<file path="src/rtl/mstc_ram.sv">
// Generic single-port-write, single-port-read RAM with registered read.
// No dependencies.
`timescale 1ns / 1ps
module mstc_ram #(
    parameter int WIDTH = 8,
    parameter int DEPTH = 16
) (
    input  logic                     i_clk,
    input  logic                     i_we,
    input  logic [$clog2(DEPTH)-1:0] i_waddr,
    input  logic [WIDTH-1:0]         i_wdata,
    input  logic [$clog2(DEPTH)-1:0] i_raddr,
    output logic [WIDTH-1:0]         o_rdata
);
    logic [WIDTH-1:0] r_mem [DEPTH];
    always_ff @(posedge i_clk) begin
        if (i_we) r_mem[i_waddr] <= i_wdata;
        o_rdata <= r_mem[i_raddr];
    end
endmodule

</file>
<file path="config.mk">
export PLATFORM = sky130hd
export DESIGN_NAME = mstc_ram
export DESIGN_NICKNAME = d
export VERILOG_FILES = /design/src/rtl/mstc_ram.sv
export SDC_FILE = /design/constraint.sdc
export NUM_CORES = 1
export LEC_CHECK = 0
export BUFFER_PORTS_ARGS = -buffer_cell sky130_fd_sc_hd__buf_2
export CORE_MARGIN = 4
export CORE_UTILIZATION = 54
export DETAILED_ROUTE_END_ITERATION = 10
export GPL_TIMING_DRIVEN = 0
export PLACE_DENSITY = 0.74
export SYNTH_ARGS = -nofsm -noshare
export SYNTH_HDL_FRONTEND = slang
export SYNTH_SLANG_ARGS = --single-unit
</file>
<file path="constraint.sdc">
create_clock -name i_clk -period 1.8 [get_ports i_clk]
set_clock_uncertainty 0.05 [all_clocks]
set_input_delay 0.36 -clock i_clk [delete_from_list [all_inputs] [get_ports i_clk]]
set_output_delay 0.36 -clock i_clk [all_outputs]
set_load 0.05 [all_outputs]
</file>
==> metrics.cfg, run 1 <==
[run_status]
status = finished, final reports clean

[pwr]
power_density_nw_per_um2 = 1210
power.leakage_nw = 2.01
total_power_mw = 7.30
ir_worst_vdd_mv = 0.598

[cts]
cts_tree = built
cts_root_buf = clkbuf_8
post_cts_buffers = 0
clock_sinks = 136
numCtsBuffers = 17
ctsHoldBuffers = 0
cts_resized = 0
clk_pin_slew_ns = 0.06
clock_latency_ns = 0.51
clock_path_buffers = 2
htree_levels = 4

[logic_synthesis]
syn_area_per_cell_um2 = 22.5
synth_xor_xnor_area_share_pct = 0
synth-simple-area-share_pct = 3.18
synthAdderAreaFrac_pct = 0
synth_compound_area_share_pct = 2.33
ys_ff_latch = 136
synth_top_family_by_area = multiplexers
yosysWarnings = 0
ys_types = 19
synth.area.mux_share_pct = 15.0
syn_nets = 247
syn-cell-area_um2 = 5150
yosysSeqAreaShare_pct = 77.8
syn_inst = 229

[setup_path]
critPathTopFamily = simple AND/OR/NAND/NOR gates
reg2regPathDepth = 3
critPathSlowestCell = nor3_1
startpoint_type = input port
cp.required_ns = 1.87
crit_chain = buf_2, nand3b_1, nor3_1
crit_arrival_ns = 1.74
crit_fanout = 8
path_buf_inv = 1
cpPeakStageDelay_ns = 1.00
cp-end-kind = flop
endpoint = r_mem[8][7]
reg2reg_to = o_rdata[0]
startpoint = i_waddr[2]
cp.depth = 3
r2r_setup_slack_ns = 0.36
crit_type = in2reg
worstReg2RegStart = r_mem[1][0]

[sta]
maxSlewHeadroom_pct = 15.7
finalCritPeriodShare_pct = 92.6
rsz0062_at_grt = no
tightest_slew_ns = 1.25
hold_violations = 0
post-route-min-period_ns = 1.67
slew_viol_final = 0
setup_viol = 0
max_freq_mhz = 600

[routing]
drt-initial-drc-count = 256
first_pass_iters = 4
wl_per_cell_um = 23.3
vias = 2400
wirelength_um = 9650
drc = 0
drtAntennaViolNets = 0
avgViaCountPerCell = 5.80

[grt]
antenna_found_initial = 0
grt_first_pass_wirelength_um = 14800
grt_max_degree = 17
grt.overflow.total = 0
track_usage_pct = 18.9
grt_pass1_vias = 2467

[placed_design]
routabilityCongestion = 0.728
postPlaceCellArea_um2 = 5430
port_buffers = 24
hpwl_um = 5890

[layout]
num-nets-final = 290
area_growth_pct = 16.8
design_area_um2 = 6010
antennaDiodeCount = 0
drive_gt1_share_pct = 29.1

[die]
start_util_pct = 55.7
num_rows = 35
die_h_um = 106
die_width_um = 106
dieArea_um2 = 11200
ios = 26
placeableCoreArea_um2 = 9240

[min_path]
hold_path_class = in2reg

[flow_run]
max_cap_viol_count = 0

-- per-layer routing --
layer  vias up  track usage, %  share of wire, %
met5         -               0                 0
met3        14            4.04               7.2
met4         0            8.79               1.9
met2        99            29.2                51
li1       1064               -                 -
met1      1223            26.3                40
-- state kept, by name, summed over array words and instances, names as in the netlist --
register / cells
r_mem: 128
o_rdata: 8
-- cells in the mapped netlist --
| master | count | share of area [%] |
|---|---|---|
| a22oi_1 | 16 | 2.3 |
| and2_1 | 1 | 0.12 |
| and2b_1 | 1 | 0.15 |
| buf_2 | 3 | 0.29 |
| buf_4 | 1 | 0.15 |
| buf_6 | 3 | 0.66 |
| clkdlybuf4s25_2 | 3 | 0.58 |
| dfxtp_1 | 8 | 3.1 |
| edfxtp_1 | 128 | 75 |
| mux4_1 | 14 | 7.1 |
| mux4_2 | 18 | 7.9 |
| nand2_1 | 9 | 0.66 |
| nand2b_1 | 2 | 0.24 |
| nand3_1 | 1 | 0.097 |
| nand3b_1 | 2 | 0.29 |
| nor2_1 | 13 | 0.95 |
| nor2b_1 | 1 | 0.12 |
| nor3_1 | 4 | 0.39 |
| or3b_2 | 1 | 0.17 |
-- worst register-to-register path: stages, from the launching register on --
cell	delay (ns)
edfxtp_1	0.36
mux4_1	0.51
a22oi_1	0.32
nand2_1	0.09
-- worst min-delay path by stage --
| stage | startpoint | to | slack [ns] | cells after the start |
|---|---|---|---|---|
| after global placement | r_mem[8][7] | o_rdata[7] | 0.62 | 3 |
| after global routing | i_wdata[6] | r_mem[2][6] | 0.19 | 1 |
| final | i_wdata[4] | r_mem[2][4] | 0.20 | 1 |
| after detailed placement | r_mem[11][0] | o_rdata[0] | 0.63 | 3 |
| after floorplan | i_wdata[0] | r_mem[0][0] | 0.41 | 0 |
| after CTS | i_wdata[6] | r_mem[2][6] | 0.18 | 1 |
-- cell usage in the layout (no fill, tap or decap), types with 5 or more instances in the layout --
cell	count
dfxtp_1	8
buf_2	27
a22oi_1	16
clkinvlp_4	5
clkbuf_16	16
nor2_1	13
edfxtp_1	128
nand2_1	9
mux4_2	18
mux4_1	14
-- through the flow --
stage	utilization (%)	std cells	hold WS, ns	TNS (ns)	worst slack, ns
CTS	65.1	414	0.179	0	0.150
detailed placement	58.8	382	0.632	-16.13	-0.392
finish	65.1	414	0.201	0	0.134
global route	65.1	414	0.186	0	0.0475
global placement	58.8	382	0.618	-15.24	-0.390
floorplan	-	229	0.409	0	0.124
-- report_power, final --
part	switching, mW	internal [mW]	leakage, nW
Sequential	0.0161	3.54	1.22
Combinational	0.266	0.141	0.516
Clock	1.24	2.10	0.267
-- layout make-up --
class | count | area (µm²)
fillers | 597 | 3230
plain buffers | 10 | 86.3
well taps | 129 | 161
clock buffers | 19 | 422
clock inverters | 13 | 155
flip-flops and latches | 136 | 4000
repair buffers | 24 | 120
multi-input cells | 83 | 1060
-- cell families (layout without fill, tap and decap cells) --
group           after synthesis  after routing
compound gates               16             16
mux                          32             32
simple gates                 35             35
buf+inv                      10             66
flops                       136            136
(Power assumes the default switching activity.)
==> run 2: changes to the inputs <==
Settings changed: ABC_AREA from default to 1, CORE_ASPECT_RATIO from default to 1.2, CORE_UTILIZATION 54 to 55, CTS_CLUSTER_SIZE from default to 24, PLACE_DENSITY 0.74 to 0.75.
==> run 2 against run 1 <==
Against the previous run: critical path type unchanged; flip-flop and latch count did not move; clock-buffer cell count did not move; cell count rose by 76%; global-route usage rose by 4.6 points; largest cell class unchanged; die area rose by 9.3%; critical path depth did not move; power fell by 1.3%; cell area rose by 9.0%; worst hold slack improved by 0.12 ns; register-to-register slack improved by 0.39 ns.
==> metrics.cfg, run 2 <==
[run_status]
status = finished, final reports clean  ; unchanged

[logic_synthesis]
syn_inst = 551  ; was 229
yosys.area.top_type = edfxtp_1  ; unchanged
synth-edff-count = 128  ; unchanged
yosysWarnings = 0  ; unchanged
ys_ff_latch = 136  ; unchanged
synth_ff_type = edfxtp_1  ; unchanged
ys_types = 12  ; was 19
yosys.area.top_type_share_pct = 66.7  ; was 74.7%
yosysMostFrequentCell = nand2_1  ; was edfxtp_1
syn_nets = 569  ; was 247
async_flop_share_pct = 0  ; unchanged
yosysSeqAreaShare_pct = 69.4  ; was 77.8%
synthTopCellsByArea = edfxtp_1 (67%), nand2_1 (11%), nand3_1 (8.4%)  ; was edfxtp_1 (75%), mux4_2 (7.9%), mux4_1 (7.1%)
syn-cell-area_um2 = 5770  ; was 5150 µm²
synth_commonest_cells = nand2_1 (173), edfxtp_1 (128), inv_1 (100)  ; was edfxtp_1 (128), mux4_2 (18), a22oi_1 (16)
syn_area_per_cell_um2 = 10.5  ; was 22.5 µm²

[grt]
grt.overflow.total = 0  ; unchanged
grt_max_degree = 17  ; unchanged
grt_first_pass_wirelength_um = 20900  ; was 14,800 µm
track_usage_pct = 23.6  ; was 18.9%
antenna_found_initial = 0  ; unchanged
grt_pass1_vias = 3847  ; was 2,467

[setup_path]
crit_chain = buf_2, nand3b_1, nor2_1  ; was buf_2, nand3b_1, nor3_1
r2r_setup_slack_ns = 0.75  ; was 0.36 ns
startpoint_type = input port  ; unchanged
reg2reg_to = o_rdata[2]  ; was o_rdata[0]
reg2regPathDepth = 6  ; was 3
worstReg2RegStart = r_mem[1][2]  ; was r_mem[1][0]
crit_fanout = 8  ; unchanged
crit_arrival_ns = 1.47  ; was 1.74 ns
cpPeakStageDelay_ns = 0.71  ; was 1.00 ns
endpoint = r_mem[7][5]  ; was r_mem[8][7]
cp.required_ns = 1.79  ; was 1.87 ns
startpoint = i_waddr[3]  ; was i_waddr[2]
crit_type = in2reg  ; unchanged
critPathSlowestCell = nor2_1  ; was nor3_1
cp-end-kind = flop  ; unchanged

[die]
placeableCoreArea_um2 = 10100  ; was 9240 µm²
die_h_um = 120  ; was 106 µm
ios = 26  ; unchanged
num_rows = 40  ; was 35
die_width_um = 101  ; was 106 µm
start_util_pct = 57.0  ; was 55.7%
dieArea_um2 = 12200  ; was 11,200 µm²

[cts]
clk_pin_slew_ns = 0.05  ; was 0.06 ns
clock_sinks = 136  ; unchanged
cts_tree = built  ; unchanged
clock_latency_ns = 0.41  ; was 0.51 ns
numCtsBuffers = 17  ; unchanged
cts_root_buf = clkbuf_16  ; was clkbuf_8
cts_resized = 0  ; unchanged
ctsHoldBuffers = 0  ; unchanged
htree_levels = 4  ; unchanged
post_cts_buffers = 0  ; unchanged
clock_path_buffers = 2  ; unchanged

[sta]
max_freq_mhz = 675  ; was 600 MHz
rsz0062_at_grt = no  ; unchanged
fin_ws_ns = 0.320  ; was 0.134 ns
maxSlewHeadroom_pct = 39.2  ; was 15.7%
slew_viol_final = 0  ; unchanged
setup_viol = 0  ; unchanged
post-route-min-period_ns = 1.48  ; was 1.67 ns
tns_ns = 0  ; unchanged
hold_violations = 0  ; unchanged
tightest_slew_ns = 0.909  ; was 1.25 ns
finalCritPeriodShare_pct = 82.2  ; was 92.6%

[pwr]
ir_worst_vdd_mv = 0.676  ; was 0.598 mV
power.leakage_nw = 2.86  ; was 2.01 nW
switching_share_pct = 21.7  ; was 20.9%
seqPwrFrac_pct = 49.4  ; was 48.7%
power_density_nw_per_um2 = 1100  ; was 1210 nW/µm²
p_int_mw = 5.65  ; was 5.78 mW
p_clk_share_pct = 43.3  ; was 45.7%
combPwrFrac_pct = 7.3  ; was 5.6%
p_switching_mw = 1.57  ; was 1.53 mW

[layout]
largest_register_ffs = 128  ; unchanged
drive_gt1_share_pct = 11.0  ; was 29.1%
area_growth_pct = 13.6  ; was 16.8%
num-fill-cells = 789  ; was 597
top_register = r_mem  ; unchanged
reg.largest.list = r_mem (128), o_rdata (8)  ; unchanged
layout_common_cells = nand2_1 (173), edfxtp_1 (128), inv_1 (100)  ; was edfxtp_1 (128), buf_2 (27), mux4_2 (18)
antennaDiodeCount = 0  ; unchanged
final_common_cell = nand2_1  ; was edfxtp_1
num-nets-final = 610  ; was 290

[routing]
avgViaCountPerCell = 5.36  ; was 5.80
wirelength_um = 13500  ; was 9650 µm
drc = 0  ; unchanged
vias = 3896  ; was 2,400
first_pass_iters = 5  ; was 4
wl_per_cell_um = 18.5  ; was 23.3 µm
drtAntennaViolNets = 0  ; unchanged
drt-initial-drc-count = 462  ; was 256

[placed_design]
post-place-ws_ns = -0.0668  ; was -0.392 ns
port_buffers = 22  ; was 24
routabilityCongestion = 0.893  ; was 0.728
hpwl_um = 8790  ; was 5890 µm

[flow_run]
max_cap_viol_count = 0  ; unchanged

[min_path]
hold_path_class = in2reg  ; unchanged

==> run 2: changes by cell type after synthesis, moves of 14 or more <==
cell	previous run	this run
nand2_1	9	173
a22oi_1	16	0
nand3_1	1	97
mux4_2	18	0
inv_1	0	100
mux4_1	14	0
==> run 2: cell families after synthesis <==
group	after synthesis	share of synthesized area [%]
AND/OR/NAND/NOR	289	21.0
flip-flops	136	69.4
buffers and inverters	126	9.52
==> run 2: cell type report <==
| class | instances | area [µm²] | share of cell area (%) |
|---|---|---|---|
| Buffer | 24 | 166 | 2.54 |
| Clock buffer | 19 | 433 | 6.61 |
| Clock inverter | 9 | 86.3 | 1.32 |
| Inverter | 102 | 383 | 5.84 |
| Multi-Input combinational cell | 289 | 1210 | 18.5 |
| Sequential cell | 136 | 4000 | 61.1 |
| Tap cell | 126 | 158 | 2.41 |
| Timing Repair Buffer | 22 | 110 | 1.68 |
==> run 2: power by group through the flow <==
stage	registers, mW	logic, mW	clock network [mW]
4_1_cts	3.56	0.523	3.13
2_1_floorplan	3.70	0.250	0
3_5_place_dp	3.63	0.516	0
5_1_grt	3.57	0.570	3.29
6_report	3.56	0.527	3.12
3_3_place_gp	3.62	0.503	0
==> run 2: worst min path at each step <==
stage	startpoint	end	slack (ns)	cells past startpoint
finish	i_wdata[4]	r_mem[15][4]	0.32	1
global placement	r_mem[11][6]	o_rdata[6]	0.63	6
detailed placement	r_mem[11][6]	o_rdata[6]	0.63	6
CTS	i_wdata[5]	r_mem[0][5]	0.31	1
floorplan	i_wdata[0]	r_mem[0][0]	0.41	0
global route	i_wdata[4]	r_mem[15][4]	0.33	1
==> run 2: routing by layer <==
layer  share of wire [%]  GRT usage, %  vias up  wire length [µm]
met5                   0             0        -                 0
met4                 3.1          9.98        0               412
met3                 8.3          5.65       41              1120
met2                  48          37.5      202              6470
met1                  40          30.9     1802              5450
li1                    -             -     1851                 -
==> run 2: critical path, delay by kind of cell <==
kind          cells  cell delay [ns]
buf+inv           1             0.11
simple gates      2             0.98
==> run 2: through the flow <==
stage | power [mW] | hold slack [ns] | util, % | std cells | instance area [µm²]
4_1_cts | 7.21 | 0.314 | 64.8 | 727 | 6550
6_report | 7.21 | 0.320 | 64.8 | 727 | 6550
3_5_place_dp | 4.14 | 0.628 | 59.7 | 699 | 6030
2_1_floorplan | 3.95 | 0.409 | - | 551 | 5770
5_1_grt | 7.43 | 0.329 | 64.8 | 727 | 6550
3_3_place_gp | 4.12 | 0.634 | 59.7 | 699 | 6030
==> run 3: changes to the inputs <==
Settings changed: ABC_AREA 1 to 0, CORE_UTILIZATION 55 to 60, PLACE_DENSITY 0.75 to 0.78.
Clock period 1.8 ns to 1.4 ns, I/O delays scaled along.
==> run 3 against run 2 <==
Against the previous run: the run now ends with setup timing left; clock-buffer cell count increased by 2; cell count down 45%; register-to-register slack worse by 0.78 ns; critical path type is now reg2reg; critical endpoint is now o_rdata[0]; largest power group unchanged.
==> metrics.cfg, run 3 (synthesis gave the netlist of run 1 again) <==
[grt]
antenna_found_initial = 0  ; unchanged
grt.overflow.total = 0  ; unchanged
grt_pass1_vias = 2592  ; was 3,847
grt_max_degree = 17  ; unchanged
track_usage_pct = 24.2  ; was 23.6%
grt_first_pass_wirelength_um = 16200  ; was 20,900 µm

[layout]
design_area_um2 = 6140  ; was 6550 µm²
reg.largest.list = r_mem (128), o_rdata (8)  ; unchanged
top_register = r_mem  ; unchanged
final_common_cell = edfxtp_1  ; was nand2_1
area_growth_pct = 19.3  ; was 13.6%
antennaDiodeCount = 0  ; unchanged
final_core_util_pct = 74.5  ; was 64.8%
layout_common_cells = edfxtp_1 (128), mux4_2 (27), clkbuf_16 (20)  ; was nand2_1 (173), edfxtp_1 (128), inv_1 (100)
drive_gt1_share_pct = 37.9  ; was 11.0%
largest_register_ffs = 128  ; unchanged
num-nets-final = 290  ; was 610

[die]
die_width_um = 92.6  ; was 101 µm
num_rows = 36  ; was 40
die_h_um = 109  ; was 120 µm
ios = 26  ; unchanged
start_util_pct = 62.4  ; was 57.0%
dieArea_um2 = 10100  ; was 12,200 µm²
placeableCoreArea_um2 = 8240  ; was 10,100 µm²

[setup_path]
worstReg2RegStart = r_mem[7][0]  ; was r_mem[1][2]
cp.required_ns = 1.76  ; was 1.79 ns
cpPeakStageDelay_ns = 0.53  ; was 0.71 ns
crit_arrival_ns = 1.79  ; was 1.47 ns
startpoint_type = flop  ; was input port
reg2regPathDepth = 3  ; was 6
reg2reg_to = o_rdata[0]  ; was o_rdata[2]
crit_chain = mux4_2, a22oi_1, nand2_1  ; was buf_2, nand3b_1, nor2_1
critPathTopFamily = multiplexers  ; was simple AND/OR/NAND/NOR gates
cp.depth = 3  ; unchanged
crit_fanout = 1  ; was 8
critPathSlowestCell = mux4_2  ; was nor2_1
path_buf_inv = 0  ; was 1
crit_type = reg2reg  ; was in2reg
cp-end-kind = flop  ; unchanged
r2r_setup_slack_ns = -0.03  ; was 0.75 ns

[cts]
clock_sinks = 136  ; unchanged
htree_levels = 4  ; unchanged
clock_latency_ns = 0.52  ; was 0.41 ns
clk_pin_slew_ns = 0.06  ; was 0.05 ns
cts_tree = built  ; unchanged
numCtsBuffers = 17  ; unchanged
cts_root_buf = clkbuf_8  ; was clkbuf_16
clock_path_buffers = 2  ; unchanged
ctsHoldBuffers = 0  ; unchanged

[sta]
rsz0062_at_grt = yes  ; was no
maxSlewHeadroom_pct = 44.3  ; was 39.2%
hold_violations = 0  ; unchanged
setup_viol = 1  ; was 0
slew_viol_final = 0  ; unchanged
post-route-min-period_ns = 1.43
max_freq_mhz = 700
tightest_slew_ns = 0.832  ; was 0.909 ns
fin_ws_ns = -0.0280  ; was 0.320 ns
finalCritPeriodShare_pct = 102

[placed_design]
postPlaceCellArea_um2 = 5450  ; was 6030 µm²
port_buffers = 24  ; was 22
routabilityCongestion = 0.712  ; was 0.893
hpwl_um = 6080  ; was 8790 µm

[flow_run]
max_cap_viol_count = 0  ; unchanged

[routing]
avgViaCountPerCell = 6.22  ; was 5.36
vias = 2482  ; was 3,896
drt-initial-drc-count = 314  ; was 462
first_pass_iters = 5  ; unchanged
drtAntennaViolNets = 0  ; unchanged
wl_per_cell_um = 26.9  ; was 18.5 µm
drc = 0  ; unchanged
wirelength_um = 10700  ; was 13,500 µm

[run_status]
status = finished, violations left  ; was finished, final reports clean
violations = setup timing

[pwr]
ir_worst_vdd_mv = 1.07  ; was 0.676 mV
power_density_nw_per_um2 = 1570  ; was 1100 nW/µm²
power.leakage_nw = 2.02  ; was 2.86 nW

[min_path]
min_from = i_wdata[6]  ; was i_wdata[4]
hold_path_class = in2reg  ; unchanged
whs_path_depth = 1  ; unchanged
min_to = r_mem[10][6]  ; was r_mem[15][4]

-- run 3: cell types whose count changed in the layout (fill, tap and decap cells not counted), sizes merged, moves of 5 or more --
cell	change
mux4	+32
clkinvlp	+5
buf	-15
nand3	-96
inv	-102
nand2	-164
a22oi	+16
-- run 3: how the worst max path moves through the flow --
stage / slack [ns] / from / endpoint
after CTS: -0.03 / r_mem[7][3] / o_rdata[3]
after global routing: -0.04 / r_mem[6][3] / o_rdata[3]
after detailed placement: -0.40 / i_waddr[1] / r_mem[5][3]
final: -0.03 / r_mem[7][0] / o_rdata[0]
after floorplan: -0.04 / i_raddr[0] / o_rdata[2]
after global placement: -0.36 / i_raddr[0] / o_rdata[3]
-- run 3: area by class of cell --
class,instances,area (µm²)
clock inverter,11,108
multi-input combinational,83,1090
clock buffer,21,514
sequential,136,4000
buffer,10,120
timing repair buffer,24,155
tap,114,143
fill,460,2100
-- run 3: worst register-to-register path: cells and delay by family, from the launching register on --
family | cells | cell delay, ns
AOI/OAI and AO/OA | 1 | 0.27
muxes | 1 | 0.53
DFF | 1 | 0.39
and+or+nand+nor | 1 | 0.08
-- run 3: metrics by stage --
| step | instances | TNS [ns] | worst slack [ns] | hold WS, ns | power [mW] |
|---|---|---|---|---|---|
| global route | 399 | -0.123 | -0.0371 | 0.0834 | 9.92 |
| detailed placement | 367 | -41.71 | -0.398 | 0.633 | 5.21 |
| global placement | 367 | -38.96 | -0.361 | 0.611 | 5.18 |
| finish | 399 | -0.0280 | -0.0280 | 0.102 | 9.64 |
| CTS | 399 | -0.0729 | -0.0263 | 0.0808 | 9.68 |
| floorplan | 229 | -0.338 | -0.0371 | 0.329 | 5.00 |
-- run 3: power breakdown --
part / internal, mW / total [mW] / leakage [nW] / switching (mW)
clock network: 2.79 / 4.46 / 0.289 / 1.68
registers: 4.55 / 4.58 / 1.22 / 0.0309
logic: 0.228 / 0.594 / 0.512 / 0.366
total: 7.57 / 9.64 / 2.02 / 2.07
-- run 3: layer usage --
metal | vias up | global-route usage, % | wire, µm
met3 | 29 | 5.61 | 742
met5 | - | 0 | 0
met2 | 122 | 38.1 | 5470
met4 | 0 | 14.0 | 418
li1 | 1053 | - | -
met1 | 1278 | 31.4 | 4110
-- run 3: what timing repair did --
item | 4_1_cts | 5_1_grt
setup buffers | 0 | 0
pin swaps | 3 | 2
setup endpoints to repair | 14 | 11
gates resized for setup | 12 | 9
hold endpoints to repair | 0 | 0
